## src/hdl/cdq_pkg.sv

```systemverilog
// ============================================================================
// cdq_pkg
// Shared types and constants for the circular deque unit: command and status
// codes, field widths and the result record passed to the output stage.
// ============================================================================
package cdq_pkg;

    // Default capacity of the deque in entries.
    localparam int DEPTH_DEFAULT = 16;

    // Field widths.
    localparam int CMD_W    = 3;
    localparam int VALUE_W  = 32;
    localparam int STATUS_W = 2;

    // Packed stream widths, rounded up to whole bytes.
    localparam int S_TDATA_W = 40;
    localparam int M_TDATA_W = 40;

    // Data returned by pushes, refusals and unused commands.
    localparam logic [VALUE_W-1:0] DATA_NONE = '1;

    // Command codes.
    typedef enum logic [CMD_W-1:0] {
        CMD_PUSH_FRONT = 3'd0,
        CMD_PUSH_REAR  = 3'd1,
        CMD_POP_FRONT  = 3'd2,
        CMD_POP_REAR   = 3'd3,
        CMD_PEEK_FRONT = 3'd4,
        CMD_PEEK_REAR  = 3'd5
    } cmd_t;

    // Result status codes.
    typedef enum logic [STATUS_W-1:0] {
        ST_OK    = 2'd0,
        ST_FULL  = 2'd1,
        ST_EMPTY = 2'd2
    } status_t;

    // Everything about a result except the slot contents.
    typedef struct packed {
        logic    rd_ok;     // data comes from the slot memory
        status_t status;
        logic    is_empty;
        logic    is_full;
    } result_t;

endpackage

```

## src/hdl/circular_deque_unit.sv

```systemverilog
// ============================================================================
// circular_deque_unit
// Fixed-capacity double-ended queue kept in a ring of memory slots, with
// push, pop and peek at both ends and one result per command.
// ============================================================================
//
//  Channel  Dir  Signals                    Content
//  -------  ---  -------------------------  ----------------------------------
//  s        in   s_tvalid s_tready s_tdata  command, push_value
//  m        out  m_tvalid m_tready m_tdata  data, status, is_empty, is_full
//
//  One command is taken per cycle while no result is held back. Pointers and
//  count update at the transfer and the slot memory is written or read in the
//  same cycle; the result is shown the next cycle, with read data from the
//  memory's output register. Each command makes at most one memory access.
//  Reset clears the pointers and count; slot contents are not cleared.
//  While a result waits on m_tready, s_tready stays low.
//
module circular_deque_unit
    import cdq_pkg::*;
#(
    parameter int DEPTH = DEPTH_DEFAULT
)
(
    input  logic                 clk,
    input  logic                 rst_n,
    input  logic                 s_tvalid,
    output logic                 s_tready,
    input  logic [S_TDATA_W-1:0] s_tdata,   // [2:0] command, [34:3] push_value
    output logic                 m_tvalid,
    input  logic                 m_tready,
    output logic [M_TDATA_W-1:0] m_tdata    // [31:0] data, [33:32] status,
                                            // [34] is_empty, [35] is_full
);

    localparam int AW = $clog2(DEPTH);

    logic               fire;
    logic               mem_we;
    logic [AW-1:0]      mem_waddr;
    logic [VALUE_W-1:0] mem_wdata;
    logic               mem_re;
    logic [AW-1:0]      mem_raddr;
    logic [VALUE_W-1:0] mem_rdata;
    result_t            result;

    logic               out_valid_reg, out_valid_next;
    result_t            out_res_reg;
    logic [VALUE_W-1:0] out_data;

    // Input transfer; the output register frees up in the same cycle it drains.
    assign s_tready = !out_valid_reg || m_tready;
    assign fire     = s_tvalid && s_tready;

    cdq_ctrl #(
        .DEPTH (DEPTH)
    ) u_ctrl (
        .clk        (clk),
        .rst_n      (rst_n),
        .fire       (fire),
        .command    (s_tdata[CMD_W-1:0]),
        .push_value (s_tdata[CMD_W+VALUE_W-1:CMD_W]),
        .mem_we     (mem_we),
        .mem_waddr  (mem_waddr),
        .mem_wdata  (mem_wdata),
        .mem_re     (mem_re),
        .mem_raddr  (mem_raddr),
        .result     (result)
    );

    cdq_ram #(
        .WIDTH (VALUE_W),
        .DEPTH (DEPTH)
    ) u_slots (
        .clk   (clk),
        .we    (mem_we),
        .waddr (mem_waddr),
        .wdata (mem_wdata),
        .re    (mem_re),
        .raddr (mem_raddr),
        .rdata (mem_rdata)
    );

    // Output stage valid flag.
    always_comb
    begin
        out_valid_next = out_valid_reg;
        if (fire)
        begin
            out_valid_next = 1'b1;
        end
        else if (m_tready)
        begin
            out_valid_next = 1'b0;
        end
    end

    always_ff @(posedge clk or negedge rst_n)
    begin
        if (!rst_n)
        begin
            out_valid_reg <= 1'b0;
        end
        else
        begin
            out_valid_reg <= out_valid_next;
        end
    end

    // Result record; the memory read register holds the slot data alongside it.
    always_ff @(posedge clk)
    begin
        if (fire)
        begin
            out_res_reg <= result;
        end
    end

    assign out_data = out_res_reg.rd_ok ? mem_rdata : DATA_NONE;

    assign m_tvalid = out_valid_reg;
    assign m_tdata  = {
        (M_TDATA_W - VALUE_W - STATUS_W - 2)'(0),
        out_res_reg.is_full,
        out_res_reg.is_empty,
        out_res_reg.status,
        out_data
    };

endmodule

```

## src/hdl/cdq_ram.sv

```systemverilog
// ============================================================================
// cdq_ram
// Generic single-clock RAM with one write port and one read port. The read
// data is registered and only updates when a read is enabled.
// ============================================================================
module cdq_ram
#(
    parameter int WIDTH = 32,
    parameter int DEPTH = 16
)
(
    input  logic                     clk,
    input  logic                     we,
    input  logic [$clog2(DEPTH)-1:0] waddr,
    input  logic [WIDTH-1:0]         wdata,
    input  logic                     re,
    input  logic [$clog2(DEPTH)-1:0] raddr,
    output logic [WIDTH-1:0]         rdata
);

    logic [WIDTH-1:0] mem [DEPTH];

    // Write port.
    always_ff @(posedge clk)
    begin
        if (we)
        begin
            mem[waddr] <= wdata;
        end
    end

    // Registered read port.
    always_ff @(posedge clk)
    begin
        if (re)
        begin
            rdata <= mem[raddr];
        end
    end

endmodule

```

## src/hdl/cdq_ctrl.sv

```systemverilog
// ============================================================================
// cdq_ctrl
// Pointer and occupancy control for the deque. Decodes one command per
// transfer, updates head, tail and count, and drives the slot memory access.
// ============================================================================
module cdq_ctrl
    import cdq_pkg::*;
#(
    parameter int DEPTH = DEPTH_DEFAULT
)
(
    input  logic                     clk,
    input  logic                     rst_n,
    input  logic                     fire,
    input  logic [CMD_W-1:0]         command,
    input  logic [VALUE_W-1:0]       push_value,
    output logic                     mem_we,
    output logic [$clog2(DEPTH)-1:0] mem_waddr,
    output logic [VALUE_W-1:0]       mem_wdata,
    output logic                     mem_re,
    output logic [$clog2(DEPTH)-1:0] mem_raddr,
    output result_t                  result
);

    localparam int AW = $clog2(DEPTH);
    localparam int CW = $clog2(DEPTH + 1);
    localparam logic [AW-1:0] LAST_IDX = AW'(DEPTH - 1);
    localparam logic [CW-1:0] FULL_CNT = CW'(DEPTH);

    logic [AW-1:0] head_reg, head_next;
    logic [AW-1:0] tail_reg, tail_next;
    logic [CW-1:0] count_reg, count_next;

    logic          empty;
    logic          full;
    logic [AW-1:0] head_inc, head_dec, tail_inc, tail_dec;
    logic          wr, rd;
    logic [AW-1:0] addr;
    status_t       status;

    assign empty = (count_reg == '0);
    assign full  = (count_reg == FULL_CNT);

    // Ring neighbors of both pointers.
    assign head_inc = (head_reg == LAST_IDX) ? '0 : head_reg + AW'(1);
    assign head_dec = (head_reg == '0) ? LAST_IDX : head_reg - AW'(1);
    assign tail_inc = (tail_reg == LAST_IDX) ? '0 : tail_reg + AW'(1);
    assign tail_dec = (tail_reg == '0) ? LAST_IDX : tail_reg - AW'(1);

    // Command decode.
    always_comb
    begin
        head_next  = head_reg;
        tail_next  = tail_reg;
        count_next = count_reg;
        wr         = 1'b0;
        rd         = 1'b0;
        addr       = head_reg;
        status     = ST_OK;
        unique case (cmd_t'(command))
            CMD_PUSH_FRONT:
            begin
                if (full)
                begin
                    status = ST_FULL;
                end
                else
                begin
                    head_next  = head_dec;
                    addr       = head_dec;
                    wr         = 1'b1;
                    count_next = count_reg + CW'(1);
                end
            end
            CMD_PUSH_REAR:
            begin
                if (full)
                begin
                    status = ST_FULL;
                end
                else
                begin
                    tail_next  = tail_inc;
                    addr       = tail_reg;
                    wr         = 1'b1;
                    count_next = count_reg + CW'(1);
                end
            end
            CMD_POP_FRONT:
            begin
                if (empty)
                begin
                    status = ST_EMPTY;
                end
                else
                begin
                    head_next  = head_inc;
                    addr       = head_reg;
                    rd         = 1'b1;
                    count_next = count_reg - CW'(1);
                end
            end
            CMD_POP_REAR:
            begin
                if (empty)
                begin
                    status = ST_EMPTY;
                end
                else
                begin
                    tail_next  = tail_dec;
                    addr       = tail_dec;
                    rd         = 1'b1;
                    count_next = count_reg - CW'(1);
                end
            end
            CMD_PEEK_FRONT:
            begin
                if (empty)
                begin
                    status = ST_EMPTY;
                end
                else
                begin
                    addr = head_reg;
                    rd   = 1'b1;
                end
            end
            CMD_PEEK_REAR:
            begin
                if (empty)
                begin
                    status = ST_EMPTY;
                end
                else
                begin
                    addr = tail_dec;
                    rd   = 1'b1;
                end
            end
            default:
            begin
                // Unused codes leave the deque as it is.
                status = ST_OK;
            end
        endcase
    end

    // Memory access; a command either writes or reads, never both.
    assign mem_we    = fire && wr;
    assign mem_waddr = addr;
    assign mem_wdata = push_value;
    assign mem_re    = fire && rd;
    assign mem_raddr = addr;

    // Result record with the flags after the operation.
    assign result.rd_ok    = rd;
    assign result.status   = status;
    assign result.is_empty = (count_next == '0);
    assign result.is_full  = (count_next == FULL_CNT);

    // Pointer and count registers.
    always_ff @(posedge clk or negedge rst_n)
    begin
        if (!rst_n)
        begin
            head_reg  <= '0;
            tail_reg  <= '0;
            count_reg <= '0;
        end
        else if (fire)
        begin
            head_reg  <= head_next;
            tail_reg  <= tail_next;
            count_reg <= count_next;
        end
    end

endmodule

```

## config.mk

```make
export PLATFORM = sky130hd
export DESIGN_NAME = circular_deque_unit
export DESIGN_NICKNAME = d
export VERILOG_FILES = /design/src/hdl/cdq_pkg.sv /design/src/hdl/circular_deque_unit.sv /design/src/hdl/cdq_ram.sv /design/src/hdl/cdq_ctrl.sv
export SDC_FILE = /design/constraint.sdc
export NUM_CORES = 1
export LEC_CHECK = 0
export BUFFER_PORTS_ARGS = -buffer_cell sky130_fd_sc_hd__buf_2
export CAP_MARGIN = 20
export CORE_ASPECT_RATIO = 0.6
export CORE_UTILIZATION = 55
export DETAILED_ROUTE_END_ITERATION = 12
export MAX_ROUTING_LAYER = met4
export PLACE_DENSITY = 0.73
export SLEW_MARGIN = 20
export SYNTH_ARGS = -nofsm -noshare
export SYNTH_HDL_FRONTEND = slang
export SYNTH_SLANG_ARGS = --single-unit
```

## constraint.sdc

```tcl
create_clock -name clk -period 10.8 [get_ports clk]
set_clock_uncertainty 0.15 [all_clocks]
set_input_delay 2.7 -clock clk [delete_from_list [all_inputs] [get_ports clk]]
set_output_delay 2.7 -clock clk [all_outputs]
set_load 0.02 [all_outputs]
```

==> results_tabular.tex <==
\begin{tabular}{lr}
\hline
Metric & Value \\
\hline
\multicolumn{2}{l}{\textbf{Floorplan}} \\
Starting density of the core & 56.28\% \\
Number of I/O pins & 86 \\
Area of the die & 42590 um\^{}2 \\
Total core area & 40790 um\^{}2 \\
Rows & 57 \\
DIE WIDTH & 265.8 um \\
Die span in y & 160.3 um \\
\multicolumn{2}{l}{\textbf{Placed design}} \\
Count of input and output buffers & 76 \\
GP Congestion & 0.8631 \\
Detailed placer's ending HPWL & 28940 um \\
Worst Setup Slack post-DPL & 3.067 ns \\
\multicolumn{2}{l}{\textbf{Synthesis}} \\
Prevailing post-synth register cell & sky130\_fd\_sc\_hd\_\_edfxtp\_1 \\
Post-Syn Area & 22960 um\^{}2 \\
Async set-or-reset flop fraction in the synthesized netlist & 2.487\% \\
Syn. warnings & 0 \\
Synthesized area divided by synthesized cell count & 16.30 um\^{}2 \\
Total of flip-flops plus latches after synthesis & 563 \\
Sequential fraction of the synthesis area & 73.33\% \\
Mapped Cells & 1409 \\
Number of flops mapped to enable cells by yosys & 549 \\
Cell variety after synth & 66 \\
\multicolumn{2}{l}{\textbf{Global routing}} \\
Global route hottest layer & met1 \\
Largest net degree at the start of global routing & 166 \\
Met3 layer usage reported by global route & 4.842\% \\
Combined global-route utilization of all metal layers & 25.53\% \\
Via count of the first global-routing pass & 12461 \\
Met1 usage & 38.75\% \\
Global-route met2 utilization & 35.72\% \\
First-pass GRT wire length & 78370 um \\
Total overflow reported by the global router & 0 \\
Initial antenna violation count & 0 \\
\multicolumn{2}{l}{\textbf{Clocking}} \\
Worst skew pair latency & 0.58 ns \\
Clock tree buffer depth & 3 \\
Clock-pin slew on the worst setup and hold paths & 0.07 ns \\
Hold\_buf cts & 0 \\
Num CTS Buffers & 51 \\
Post-CTS Repair Setup Buffers & 0 \\
TritonCTS clock tree & built \\
Depth of the CTS H-tree & 2 \\
CTS resizes & 0 \\
Number of sinks on the clock net & 563 \\
Root cell of the clock tree & sky130\_fd\_sc\_hd\_\_clkbuf\_16 \\
\multicolumn{2}{l}{\textbf{Setup path}} \\
Class of the most critical setup path & primary input to flop \\
Required time at the worst-slack endpoint & 10.86 ns \\
Worst-case reg-to-reg path depth & 11 \\
Beginning of the worst register-to-register path & u\_ctrl.count\_reg[1] \\
Kind of end point of the critical path & flop \\
Slack of the worst reg-to-reg path & 5.33 ns \\
CP startpoint kind & primary input \\
Worst endpoint data arrival time & 7.23 ns \\
Capturing point of the worst reg2reg path & u\_slots.mem[7][29] \\
Largest fanout of any net on the critical path & 63 \\
\multicolumn{2}{l}{\textbf{Layout}} \\
Final core utilization & 62.98\% \\
Share of final-layout standard cells stronger than drive strength 1 & 23.91\% \\
Number of flip-flops in the largest register & 512 \\
Highest-count cells in the layout ignoring fill and taps & 549 x sky130\_fd\_sc\_hd\_\_edfxtp\_1, 119 x sky130\_fd\_sc\_hd\_\_mux2\_2, 83 x sky130\_fd\_sc\_hd\_\_nand2\_1 \\
Number of antenna repair diodes & 0 \\
Most common cell after layout, fill and taps aside & sky130\_fd\_sc\_hd\_\_edfxtp\_1 \\
Number of nets in the finished design & 1524 \\
FF+latch area & 16840 um\^{}2 \\
Area of combinational cells with multiple inputs & 5724 um\^{}2 \\
Area growth syn-to-layout & 11.90\% \\
Fill cells & 2906 \\
\multicolumn{2}{l}{\textbf{Power and ir drop}} \\
Max IR drop VDD & 0.1774 mV \\
Total Power Consumption & 6.354 mW \\
Power density cells & 247.3 nW/um\^{}2 \\
Leakage power summed over all cells & 8.493 nW \\
\multicolumn{2}{l}{\textbf{STA}} \\
Final setup violating endpoints & 0 \\
Actual slew at the worst max-slew pin & 1.192 ns \\
Setup TNS & 0 ns \\
Final period utilization & 66.38\% \\
Time the worst path needs with I/O delays and setup & 7.170 ns \\
Max-Slew Margin vs Limit & 20.54\% \\
Achievable frequency & 0.1395 GHz \\
Setup ws final & 3.630 ns \\
Max Transition Viols Final & 0 \\
Unrepaired setup endpoints after global routing & no \\
Hold Violations, Final & 0 \\
Final-layout worst hold slack & 0.3873 ns \\
\multicolumn{2}{l}{\textbf{Drt}} \\
Overall via count from detail\_route & 12986 \\
Initial DRT Pass Iterations & 5 \\
Ratio of routed vias to standard cells & 6.261 \\
Total routed wirelength & 52230 um \\
Detailed-route wire length per cell & 25.18 um \\
Number of nets with antenna violations after detailed routing & 0 \\
DR DRC count & 0 \\
Initial DRC count & 1491 \\
\multicolumn{2}{l}{\textbf{Flow run}} \\
Max Cap Viol & 0 \\
\multicolumn{2}{l}{\textbf{Outcome}} \\
Outcome & finished clean \\
\multicolumn{2}{l}{\textbf{Min path}} \\
Hold\_sp & m\_tvalid \\
Hold path endpoint & m\_tvalid \\
Number of instances on the worst hold path & 2 \\
Min-delay worst type & flop to flop \\
\hline
\end{tabular}
-- worst max path at each step --
stage          cells past startpoint  slack [ns]       start                 end
6_report                          10        3.63  s_tdata[2]  u_slots.mem[7][29]
3_3_place_gp                      10        3.13  s_tdata[2]  u_slots.mem[7][31]
3_5_place_dp                      10        3.07  s_tdata[2]  u_slots.mem[7][31]
4_1_cts                           10        3.66  s_tdata[2]   u_slots.mem[7][0]
5_1_grt                           10        3.42  s_tdata[2]   u_slots.mem[7][0]
2_1_floorplan                     10        2.51  s_tdata[1]   u_slots.mem[1][0]
-- synthesized netlist by cell type (14+ instances only) --
cell / instances / share of area (%)
sky130_fd_sc_hd__mux4_2: 33 / 3.2
sky130_fd_sc_hd__edfxtp_1: 549 / 72
sky130_fd_sc_hd__clkbuf_1: 58 / 0.95
sky130_fd_sc_hd__nand2_1: 83 / 1.4
sky130_fd_sc_hd__o22ai_1: 66 / 1.8
sky130_fd_sc_hd__nand2b_1: 38 / 1.0
sky130_fd_sc_hd__nor4_1: 35 / 0.95
sky130_fd_sc_hd__nor2_1: 66 / 1.1
sky130_fd_sc_hd__mux2_2: 119 / 5.8
sky130_fd_sc_hd__dfrtp_1: 14 / 1.5
sky130_fd_sc_hd__o21ai_0: 19 / 0.41
sky130_fd_sc_hd__buf_2: 15 / 0.33
sky130_fd_sc_hd__buf_4: 21 / 0.69
sky130_fd_sc_hd__a21oi_1: 41 / 0.89
sky130_fd_sc_hd__nor3_1: 67 / 1.5
sky130_fd_sc_hd__a211o_1: 64 / 2.4
-- logic make-up after synthesis --
| kind of cell | synth area share, % |
|---|---|
| flip-flops | 73.33 |
| AND/OR/NAND/NOR | 7.150 |
| AO/OA/AOI/OAI | 6.899 |
| multiplexers | 9.536 |
| buffers and inverters | 2.403 |
| XOR/XNOR | 0.3433 |
| adder cells (fa/ha/maj) | 0.3269 |
| other | 0.01633 |
-- worst max-delay path, cell delays in order --
cell and delay, ns:
sky130_fd_sc_hd__buf_2 0.34, sky130_fd_sc_hd__or2_0 0.54, sky130_fd_sc_hd__a211o_1 0.18, sky130_fd_sc_hd__o2111a_2 0.60
sky130_fd_sc_hd__buf_4 0.52, sky130_fd_sc_hd__or3b_2 0.23, sky130_fd_sc_hd__buf_4 0.61, sky130_fd_sc_hd__nand2_1 0.42
sky130_fd_sc_hd__nor2_4 0.52, sky130_fd_sc_hd__buf_4 0.51
-- layout make-up --
type                    count  share of cell area [%]
inverters                  13                  0.1899
flip-flops and latches    563                   65.53
well taps                 560                   2.727
clock buffers              68                   5.381
clock inverters            25                  0.9496
multi-input cells         734                   22.28
repair buffers            111                   2.941
-- report_power, final --
| part | leakage, nW | switching (mW) | total [mW] | internal, mW |
|---|---|---|---|---|
| Clock | 0.789 | 0.783 | 1.78 | 0.999 |
| Sequential | 5.12 | 0.0705 | 2.62 | 2.55 |
| Combinational | 2.59 | 1.18 | 1.95 | 0.771 |
-- metrics by stage --
stage               instance area, um^2  instances
finish                            25690       2074
global route                      25690       2074
CTS                               25610       2071
detailed placement                23980       1978
global placement                  23930       1976
floorplan                         22970       1412
-- layer usage --
| metal | up-vias | wire (um) |
|---|---|---|
| li1 | 5693 | - |
| met1 | 6593 | 23530 |
| met2 | 621 | 22680 |
| met3 | 79 | 4949 |
| met4 | 0 | 1070 |
| met5 | - | 0 |
Power figures use the tool's default switching activity.
